<file path="src/sup_pkg.sv">
`default_nettype none
package sup_pkg;
  localparam int FRAC_BITS = 12;
  localparam int NUM_FIELDS = 4;
  localparam logic signed [63:0] RES_MAX = 64'sd2147483647;
  localparam logic signed [63:0] RES_MIN = -64'sd2147483648;
  localparam logic signed [31:0] ONE_Q12 = 32'sd4096;

  typedef enum logic [2:0] {
    REG_MODE = 3'd0,
    REG_IN_COUNT = 3'd1,
    REG_OUT_COUNT = 3'd2,
    REG_WEIGHTS_0 = 3'd3,
    REG_WEIGHTS_1 = 3'd4,
    REG_WEIGHTS_2 = 3'd5,
    REG_WEIGHTS_3 = 3'd6
  } reg_idx_t;

  typedef enum logic [1:0] {
    ST_IDLE = 2'd0,
    ST_ROUND = 2'd1,
    ST_SUB = 2'd2,
    ST_DONE = 2'd3
  } state_t;

  typedef struct packed {
    logic [7:0] unmixed_0;
    logic [7:0] unmixed_1;
    logic [7:0] unmixed_2;
    logic [7:0] unmixed_3;
    logic negative_seen;
  } result_t;

  function automatic logic signed [31:0] sat32(input logic signed [63:0] v);
    logic signed [31:0] r;
    r = v[31:0];
    if (v > RES_MAX) r = RES_MAX[31:0];
    if (v < RES_MIN) r = RES_MIN[31:0];
    return r;
  endfunction

  function automatic logic [7:0] clamp_out(input logic signed [63:0] q);
    logic signed [63:0] v;
    logic [7:0] r;
    v = q >>> FRAC_BITS;
    if (q < 0) r = 8'd0;
    else if (v > 64'sd255) r = 8'd255;
    else r = v[7:0];
    return r;
  endfunction
endpackage
`default_nettype wire

</file>
<file path="src/sup_merge.sv">
`default_nettype none
// picks the largest projection above one, ties to the lowest channel
module sup_merge import sup_pkg::*; (
  input wire logic signed [63:0] acc [NUM_FIELDS],
  input wire logic [2:0] m_used,
  output logic found,
  output logic [1:0] pick,
  output logic signed [31:0] best
);
  logic signed [31:0] p;
  always_comb begin
    best = ONE_Q12;
    found = 1'b0;
    pick = '0;
    for (int k = 0; k < NUM_FIELDS; k++) begin
      p = sat32(acc[k] >>> FRAC_BITS);
      if (k < int'(m_used) && p > best) begin
        best = p;
        found = 1'b1;
        pick = 2'(k);
      end
    end
  end
endmodule
`default_nettype wire

</file>
<file path="config.mk">
export PLATFORM = sky130hd
export DESIGN_NAME = sup_merge
export DESIGN_NICKNAME = d
export VERILOG_FILES = /design/src/sup_pkg.sv /design/src/sup_merge.sv
export SDC_FILE = /design/constraint.sdc
export NUM_CORES = 1
export LEC_CHECK = 0
export BUFFER_PORTS_ARGS = -buffer_cell sky130_fd_sc_hd__buf_2
export CORE_AREA = 2 2 116 118
export DETAILED_ROUTE_END_ITERATION = 8
export DIE_AREA = 0 0 118 120
export PLACE_DENSITY_LB_ADDON = 0.15
export SLEW_MARGIN = 10
export SYNTH_ARGS = -nofsm -noshare
export SYNTH_HDL_FRONTEND = slang
export SYNTH_SLANG_ARGS = --single-unit
</file>
<file path="constraint.sdc">
create_clock -name vclk -period 11.49
set_input_delay 1.149 -clock vclk [all_inputs]
set_output_delay 1.149 -clock vclk [all_outputs]
set_load 0.01 [all_outputs]
</file>
; After elaboration in Yosys (flattened, before gate mapping)
; Cells that the tools add are included.
[word_totals]
output_inout_bits = 35
reg_bits = 0
[op_classes]
order_cmp = 16
n_reduce_logical = 4
n_mux = 19
[ops]
columns = op, n
row1 = 2-to-1 mux 32 bit, 12
row2 = > comparator 52 x 32 -> 1 bit (second input constant), 4
row3 = < comparator 52 x 32 -> 1 bit (second input constant), 4
row4 = > comparator 32 bit, 3
row5 = > comparator 32 x 14 -> 1 bit (second input constant), 1
row6 = < comparator 1 x 3 -> 1 bit (first input constant), 2
row7 = < comparator 2 x 3 -> 1 bit (first input constant), 2
row8 = 2-to-1 mux 1 bit, 5
row9 = logical AND 1 bit, 4
row10 = 2-to-1 mux 2 bit, 2

; Logic depth before layout (Yosys ltp)
; Gate-level depths: netlist of run 1.
[logic_depth]
depth_word = 15
ltp_mapped = 40
depth_no_buf = 34

; Least setup slack after synthesis of run 1
; Ideal clock, no wire load.
[synth_path]
kind = input port to output port
from = input acc[171] in the netlist's numbering
to = output best[10]
slack_ns = 1.672
required_time_ns = 10.341
path_buffers = 7
t_arrival_ns = 8.669
cell_stages = 36
cell_sequence = nand4_1 or3_1 o31ai_1 clkbuf_1 o21ai_0 inv_1 ha_1 a211oi_1 nand2_1 o31ai_1 o211ai_1 o21ai_2 buf_2 mux2_2 ha_1 and4_1 a221o_1 a221oi_1 nand3b_1 a2bb2oi_1 buf_2 buf_2 nor2_1 a21o_1 ha_1 a211oi_1 o211ai_1 o221ai_2 o2111ai_2 a211oi_2 mux2_4 buf_6 and2_4 buf_6 buf_4 a221oi_2
[synth_between]
elab_chain_len = 12
[synth_rtl]
columns = element, line
row1 = start: declaration, sup_merge.sv:4  ; input wire logic signed [63:0] acc [NUM_FIELDS],
row2 = > comparator 52 x 32 -> 1 bit, sup_pkg.sv:37  ; if (v > RES_MAX) r = RES_MAX[31:0];
row3 = 2-to-1 mux 32 bit, sup_pkg.sv:37
row4 = 2-to-1 mux 32 bit (*), sup_pkg.sv:38  ; if (v < RES_MIN) r = RES_MIN[31:0];
row5 = > comparator 32 bit, sup_merge.sv:17  ; if (k < int'(m_used) && p > best) begin
row6 = logical AND 1 bit, sup_merge.sv:17
row7 = 2-to-1 mux 32 bit (*), sup_merge.sv:17
row8 = > comparator 32 bit, sup_merge.sv:17
row9 = logical AND 1 bit, sup_merge.sv:17
row10 = 2-to-1 mux 32 bit (*), sup_merge.sv:17
row11 = > comparator 32 bit, sup_merge.sv:17
row12 = logical AND 1 bit, sup_merge.sv:17
row13 = 2-to-1 mux 32 bit (*), sup_merge.sv:17
row14 = end: declaration, sup_merge.sv:8  ; output logic signed [31:0] best
; Every way passes the cells marked *; elsewhere a longest branch is shown, timed or not.

; Final worst setup path of run 1
[layout_path]
from = input acc[222] in the netlist's numbering
to = output found
[layout_between]
elab_chain_len = 15
[layout_rtl]
columns = element, line
row1 = > comparator 52 x 32 -> 1 bit, sup_pkg.sv:37
row2 = 2-to-1 mux 32 bit, sup_pkg.sv:37
row3 = 2-to-1 mux 32 bit (*), sup_pkg.sv:38
row4 = > comparator 32 x 14 -> 1 bit, sup_merge.sv:17
row5 = logical AND 1 bit, sup_merge.sv:17
row6 = 2-to-1 mux 32 bit, sup_merge.sv:17
row7 = > comparator 32 bit, sup_merge.sv:17
row8 = logical AND 1 bit, sup_merge.sv:17
row9 = 2-to-1 mux 32 bit, sup_merge.sv:17
row10 = > comparator 32 bit, sup_merge.sv:17
row11 = logical AND 1 bit, sup_merge.sv:17
row12 = 2-to-1 mux 32 bit, sup_merge.sv:17
row13 = > comparator 32 bit, sup_merge.sv:17
row14 = logical AND 1 bit, sup_merge.sv:17
row15 = 2-to-1 mux 1 bit (*), sup_merge.sv:17
row16 = end: declaration, sup_merge.sv:6  ; output logic found,
; Marks and branches as above.

==> flow_metrics.env, run 1 <==
export IMPL_status="completed"
export IMPL_hold_path_end="best[31]"
export IMPL_cts_hold_buf=0
export IMPL_wl_met3_um=1290
export IMPL_grt_usage_pct=24.1
export IMPL_placed_area_mm2=0.00651
export IMPL_cp_required_ns=10.34
export IMPL_regArea_um2=0
export IMPL_initial_core_util_pct=38.9
export IMPL_cp_slowest_cell="nor4_1"
export IMPL_drc_errors=0
export IMPL_vias_per_cell=5.51
export IMPL_min_from="acc[63]"
export IMPL_num_io_pins=294
export IMPL_hpwl_um=15500
export IMPL_grt_pass1_wl_um=28300
export IMPL_drv_slew=0
export IMPL_crit_fanout=17
export IMPL_path_class="input port to output port"
export IMPL_ant_nets=0
export IMPL_yosysSeqAreaShare_pct=0
export IMPL_grt_max_degree=64
export IMPL_max_slew_margin_rel_pct=29.6
export IMPL_clockBufferCount=0
export IMPL_timing_final_crit_share_pct=95.3
export IMPL_globalRoute_totalOverflow=0
export IMPL_grt_setup_unrepaired="no"
export IMPL_top_layer_used="met4"
export IMPL_ir_worst_vdd_uv=54.0
export IMPL_first_pass_iters=4
export IMPL_antenna_cells=0
export IMPL_endpoint_kind="output port"
export IMPL_maxCapViolCount=0
export IMPL_die_w_um=118
export IMPL_fin_setup_tns_ns=0
export IMPL_die_h_um=120
export IMPL_design_area_mm2=0.00656
export IMPL_leakagePower_nw=3.25
export IMPL_final_cell_mix="246 x buf_2, 96 x ha_1, 87 x nand2_1, 74 x o21ai_0, 72 x nor2_1"
export IMPL_totalWireLength_um=18000
export IMPL_dieArea_mm2=0.0142
export IMPL_worst_slew_pin_slew_ns=1.06
export IMPL_finalSetupViolCount=0
export IMPL_dpl_cell_count=1116
export IMPL_routedWlPerCell_um=16.1
export IMPL_gp_congestion=0.902
export IMPL_fin_cells=1120
export IMPL_rows=42
export IMPL_first_global_vias=5866
export IMPL_p_per_area_mw_per_mm2=90.5
export IMPL_io_buffers=246
export IMPL_fin_nets=1301
export IMPL_drive_above_1_share_pct=36.7
export IMPL_cp_arrival_ns=9.80
export IMPL_worst_hold_path_type="input port to output port"
export IMPL_drtIter0Drc=308
export IMPL_critPathLaunchType="input port"
export IMPL_synthCells=724
export IMPL_wl_met2_um=8410
export IMPL_fmax_mhz=91.3
export IMPL_antenna_found_initial=0
export IMPL_holdWs_ns=2.73
export IMPL_synth_avg_cell_area_um2=6.98
export IMPL_post_route_min_period_ns=10.95
export IMPL_cp_slowest_stage_delay_ns=0.46
export IMPL_synthesis_area_mm2=0.00505
export IMPL_vias=6168
export IMPL_synth_cell_types=53
export IMPL_hold_depth=4
export IMPL_core_area_mm2=0.0130
export IMPL_seq_cells=0
export IMPL_syn_nets=1079
export IMPL_final_common_cell="buf_2"
export IMPL_area_growth_pct=29.9
export IMPL_ys_warn_count=0
export IMPL_finalHoldViolCount=0
export IMPL_met1Wirelength_um=8120
timing repair:
item | 4_1_cts | 5_1_grt
resized for setup | 0 | 2
setup endpoints to repair | 0 | 34
setup buffers | 0 | 3
layout make-up:
type,count,area [um2]
fill,1427,6420
inverter,36,135
tap,176,220
timing repair buffer,266,1410
multi-input combinational,642,4800
how the worst max path moves through the flow:
stage / from / endpoint / slack (ns)
2_1_floorplan: acc[171] / best[10] / 1.67
6_report: acc[222] / found / 0.54
4_1_cts: acc[222] / found / 0.30
3_3_place_gp: acc[222] / found / 0.36
3_5_place_dp: acc[222] / found / 0.35
5_1_grt: acc[231] / found / 0.10
per-stage QoR:
| stage | power (mW) | util [%] | worst slack, ns |
|---|---|---|---|
| 3_5_place_dp | 0.583 | 50.1 | 0.351 |
| 2_1_floorplan | 0.401 | - | 1.67 |
| 4_1_cts | 0.586 | 50.1 | 0.302 |
| 6_report | 0.594 | 50.6 | 0.537 |
| 3_3_place_gp | 0.580 | 50.1 | 0.365 |
| 5_1_grt | 0.657 | 50.6 | 0.102 |
kinds of logic after synthesis:
logic type / share of synthesized area (%)
AND/OR/NAND/NOR: 25.0
other: 0.0742
multiplexers: 7.80
AO/OA/AOI/OAI: 36.3
buffers and inverters: 7.01
adder cells (fa/ha/maj): 23.8
critical path: cells and delay by family:
family	cells	cell delay, ns
buf+inv	5	0.81
simple gates	13	2.88
fa+ha+maj	3	0.93
compound gates	13	3.46
mux	2	0.53
synthesized netlist by cell type, types with 7 or more instances:
library cell   n  area [um2]
ha_1          96        1200
nand2_1       87         327
o21ai_0       74         370
nor2_1        72         270
nand4_1       36         225
a21o_1        35         263
inv_1         35         131
a21oi_1       32         160
clkbuf_1      31         116
mux2_2        31         349
nor4_1        30         188
o21a_1        30         225
a221oi_2      29         435
buf_2         10        50.1
nand3_1       10        50.1
o211ai_1       8        60.1
a211oi_1       7        52.6
where the power goes:
part	internal [mW]	switching, mW	total, mW
combinational	0.261	0.333	0.594
sequential	0	0	0
clock	0	0	0
routing by layer:
| layer | vias to the layer above | global-route usage [%] |
|---|---|---|
| met5 | - | 0 |
| met4 | 0 | 2.33 |
| met3 | 12 | 2.23 |
| met2 | 211 | 43.0 |
| met1 | 2729 | 32.7 |
| li1 | 3216 | - |
No activity file was read; power rests on OpenSTA's default activity.
==> run 2: changes to the inputs <==
--- a/config.mk
+++ b/config.mk
@@ -9,7 +9,8 @@
 export CORE_AREA = 2 2 116 118
 export DETAILED_ROUTE_END_ITERATION = 8
 export DIE_AREA = 0 0 118 120
-export PLACE_DENSITY_LB_ADDON = 0.15
+export GPL_TIMING_DRIVEN = 1
+export PLACE_DENSITY_LB_ADDON = 0.08
 export SLEW_MARGIN = 10
 export SYNTH_ARGS = -nofsm -noshare
 export SYNTH_HDL_FRONTEND = slang
==> run 2 against run 1 <==
Sequential share of layout area did not move. First-iteration DRC count rose by 34%. Die area did not move. Combinational power fell by 1%. Largest power group unchanged. Wire length rose by 2.0%. Fmax rose by 0.29%. Core utilization fell by 0.33 points. Cell count barely moved.
==> flow_metrics.env, run 2 (synthesis results as in run 1) <==
export IMPL_max_slew_margin_rel_pct=55.6
export IMPL_layout_setup_ws_ns=0.569
export IMPL_grt_max_degree=37
export IMPL_finalHoldViolCount=0
export IMPL_grt_usage_pct=24.5
export IMPL_worst_hold_path_type="input port to output port"
export IMPL_crit_fanout=17
export IMPL_final_common_cell="buf_2"
export IMPL_first_pass_iters=5
export IMPL_die_h_um=120
export IMPL_worst_path_most_repeated_cell="ha_1"
export IMPL_status="completed"
export IMPL_core_area_mm2=0.0130
export IMPL_post_route_min_period_ns=10.92
export IMPL_ant_nets=0
export IMPL_io_buffers=246
export IMPL_worst_slew_pin_slew_ns=0.664
export IMPL_rows=42
export IMPL_fin_setup_tns_ns=0
export IMPL_cp_required_ns=10.34
export IMPL_timing_final_crit_share_pct=95.0
export IMPL_seq_cells=0
export IMPL_p_per_area_mw_per_mm2=90.0
export IMPL_area_growth_pct=29.0
export IMPL_n_fill_cell=1381
export IMPL_path_class="input port to output port"
export IMPL_critPathLaunchType="input port"
export IMPL_dieArea_mm2=0.0142
export IMPL_clockBufferCount=0
export IMPL_cp_slowest_cell="a2bb2oi_2"
export IMPL_routedWlPerCell_um=16.4
export IMPL_drive_above_1_share_pct=36.6
export IMPL_maxCapViolCount=0
export IMPL_cp_slowest_stage_delay_ns=0.55
export IMPL_globalRoute_totalOverflow=0
export IMPL_drtIter0Drc=412
export IMPL_first_global_vias=5912
export IMPL_crit_family="compound AO/OA/AOI/OAI gates"
export IMPL_die_w_um=118
export IMPL_grt_setup_unrepaired="no"
export IMPL_drc_errors=0
export IMPL_cts_hold_buf=0
export IMPL_leakagePower_nw=3.23
export IMPL_regArea_um2=0
export IMPL_num_io_pins=294
export IMPL_power_mw=0.587
export IMPL_gp_congestion=0.893
export IMPL_final_cell_mix="246 x buf_2, 96 x ha_1, 87 x nand2_1, 74 x o21ai_0, 72 x nor2_1"
export IMPL_fin_nets=1299
export IMPL_cp_arrival_ns=9.77
export IMPL_vias=6280
export IMPL_fmax_mhz=91.6
export IMPL_endpoint_kind="output port"
export IMPL_drv_slew=0
export IMPL_cts_resized=0
export IMPL_antenna_found_initial=1
export IMPL_grt_pass1_wl_um=28800
export IMPL_totalWireLength_um=18400
export IMPL_initial_core_util_pct=38.9
export IMPL_postCtsSetupRepairBufs=0
export IMPL_ir_worst_vdd_uv=46.2
export IMPL_hpwl_um=15600
export IMPL_pre_cts_slack_ns=0.390
export IMPL_vias_per_cell=5.61
export IMPL_finalSetupViolCount=0
export IMPL_worst_path_buf_inv=2
-- run 2: cell count changes in the layout (fill, tap and decap cells not counted) --
cell       previous run  this run
buf_12                2         0
a2bb2oi_2             0         1
a2bb2oi_4             2         1
and2_2                0         1
buf_4                18        17
diode_2               0         1
nor4_1               30        29
nor4_2                0         1
-- run 2: power breakdown --
group | internal [mW] | total (mW) | switching [mW]
sequential | 0 | 0 | 0
clock | 0.0000000116 | 0.0000000116 | 0
combinational | 0.252 | 0.587 | 0.334
-- run 2: final timing paths --
path	startpoint	to	slack (ns)	cells after the start
hold / removal	acc[63]	best[31]	2.72	4
setup / recovery	acc[222]	best[17]	0.57	32
-- run 2: layout make-up --
type	instances	area (um2)	area share [%]
multi-input combinational	643	4800	73.7
timing repair buffer	263	1360	20.8
tap	176	220	3.38
inverter	36	135	2.07
antenna	1	2.50	0.0384
-- run 2: stage by stage --
step	util [%]	area (um2)	instances	hold WS (ns)
after floorplan	-	5050	724	2.44
after global placement	49.9	6480	1116	2.72
after detailed placement	49.9	6480	1116	2.73
after CTS	49.9	6480	1116	2.73
after global routing	50.2	6520	1119	2.76
final	50.2	6520	1119	2.72
-- run 2: routing by layer --
| metal | global-route usage, % | routed length [um] | up-vias |
|---|---|---|---|
| met1 | 33.5 | 8390 | 2815 |
| met2 | 42.6 | 8510 | 249 |
| li1 | - | - | 3198 |
| met5 | 0 | 0 | - |
| met4 | 3.61 | 294 | 0 |
| met3 | 2.09 | 1190 | 18 |
==> run 3: changes to the inputs <==
==> constraint.sdc (replaced) <==
create_clock -name vclk -period 10.9
set_input_delay 1.09 -clock vclk [all_inputs]
set_output_delay 1.09 -clock vclk [all_outputs]
set_load 0.01 [all_outputs]
==> run 3 against run 2 <==
Setup slack worse by 0.22 ns. Cell count grew 0.71%. Core utilization rose by 0.56 points. Hold slack worse by 0.12 ns. Sequential share of layout area unchanged. Sequential cell count unchanged. First-iteration DRC count fell by 12%.
==> flow_metrics.env, run 3 (synthesis results as in run 1) <==
export IMPL_final_cell_mix="246 x buf_2, 96 x ha_1, 87 x nand2_1, 74 x o21ai_0, 72 x nor2_1"
export IMPL_drtIter0Drc=364
export IMPL_cp_arrival_ns=9.46
export IMPL_cp_startpoint="acc[231]"
export IMPL_first_pass_iters=5
export IMPL_num_io_pins=294
export IMPL_vias=6308
export IMPL_top_layer_used="met4"
export IMPL_crit_fanout=17
export IMPL_regArea_um2=0
export IMPL_initial_core_util_pct=38.9
export IMPL_met1Wirelength_um=8560
export IMPL_grt_usage_pct=24.5
export IMPL_grt_max_degree=32
export IMPL_dpl_cell_count=1119
export IMPL_finalHoldViolCount=0
export IMPL_wl_met3_um=967
export IMPL_seq_cells=0
export IMPL_drc_errors=0
export IMPL_vias_per_cell=5.60
export IMPL_area_growth_pct=30.5
export IMPL_die_h_um=120
export IMPL_n_fill_cell=1422
export IMPL_fin_nets=1307
export IMPL_fin_cells=1127
export IMPL_antenna_found_initial=1
export IMPL_worst_slew_pin_slew_ns=0.589
export IMPL_grt_pass1_wl_um=28800
export IMPL_wl_met2_um=8560
export IMPL_leakagePower_nw=3.27
export IMPL_crit_family="compound AO/OA/AOI/OAI gates"
export IMPL_drv_slew=0
export IMPL_ir_worst_vdd_uv=46.9
export IMPL_critPathLaunchType="input port"
export IMPL_io_buffers=246
export IMPL_clockBufferCount=0
export IMPL_endpoint_kind="output port"
export IMPL_cp_slowest_stage_delay_ns=0.42
export IMPL_grt_setup_unrepaired="no"
export IMPL_postLayoutCoreUtil_pct=50.8
export IMPL_p_per_area_mw_per_mm2=94.8
export IMPL_crit_cells=35
export IMPL_status="completed"
export IMPL_rows=42
export IMPL_core_area_mm2=0.0130
export IMPL_dieArea_mm2=0.0142
export IMPL_drive_above_1_share_pct=37.4
export IMPL_power_mw=0.625
export IMPL_totalWireLength_um=18200
export IMPL_holdWs_ns=2.60
export IMPL_maxCapViolCount=0
export IMPL_fin_setup_tns_ns=0
export IMPL_endpoint="best[0]"
export IMPL_first_global_vias=5928
export IMPL_ant_nets=0
export IMPL_worst_path_buf_inv=5
export IMPL_die_w_um=118
export IMPL_globalRoute_totalOverflow=0
export IMPL_hpwl_um=15700
export IMPL_post_route_min_period_ns=10.55
export IMPL_cp_required_ns=9.81
export IMPL_routedWlPerCell_um=16.2
export IMPL_max_slew_margin_rel_pct=60.8
export IMPL_finalSetupViolCount=0
export IMPL_path_class="input port to output port"
export IMPL_cp_slowest_cell="o31a_2"
export IMPL_fmax_mhz=94.8
export IMPL_gp_congestion=0.859
export IMPL_final_common_cell="buf_2"
export IMPL_worst_hold_path_type="input port to output port"
export IMPL_timing_final_crit_share_pct=96.8
## run 3: cell count changes in the layout (fill, tap and decap cells not counted), sizes merged
cell | before | now
a2bb2oi | 2 | 1
o21ai | 75 | 76
buf | 263 | 272
and2 | 3 | 2
## run 3: worst min-delay path by stage
stage               slack, ns  depth (start not counted)       end    start
finish                   2.60                          4  best[31]  acc[63]
global route             2.63                          4  best[31]  acc[63]
CTS                      2.62                          4  best[31]  acc[63]
detailed placement       2.61                          4  best[31]  acc[63]
global placement         2.60                          4  best[31]  acc[63]
floorplan                2.33                          2  best[31]  acc[63]
## run 3: tightest hold or removal path: stages
cell and delay [ns]:
buf_2 0.14, nor2_1 0.10, a21oi_1 0.04, buf_2 0.13
## run 3: routing by layer
layer  up-vias  GRT usage [%]
met5         -              0
met4         0           2.26
met3        10           2.33
met2       213           43.7
met1      2855           33.0
li1       3230              -
## run 3: metrics by stage
step	instance area [um2]	worst slack [ns]
after global placement	6500	0.121
after floorplan	5050	1.20
after CTS	6500	0.130
after global routing	6590	0.0307
final	6590	0.349
after detailed placement	6500	0.166
## run 3: report_power, final
part           internal [mW]    total [mW]  switching (mW)
combinational          0.273         0.625           0.352
clock           0.0000000123  0.0000000123               0
sequential                 0             0               0
## run 3: repair_timing
action,CTS,global route
setup buffers,0,6
hold buffers,0,0
endpoints found under the setup margin,0,35
resized for setup,0,6
## run 3: final cells by class
cell class	count	area (um2)	area share, %
Inverter	36	135	2.05
Multi-Input combinational cell	642	4800	72.9
Antenna cell	1	2.50	0.0380
Tap cell	176	220	3.34
Timing Repair Buffer	272	1430	21.7
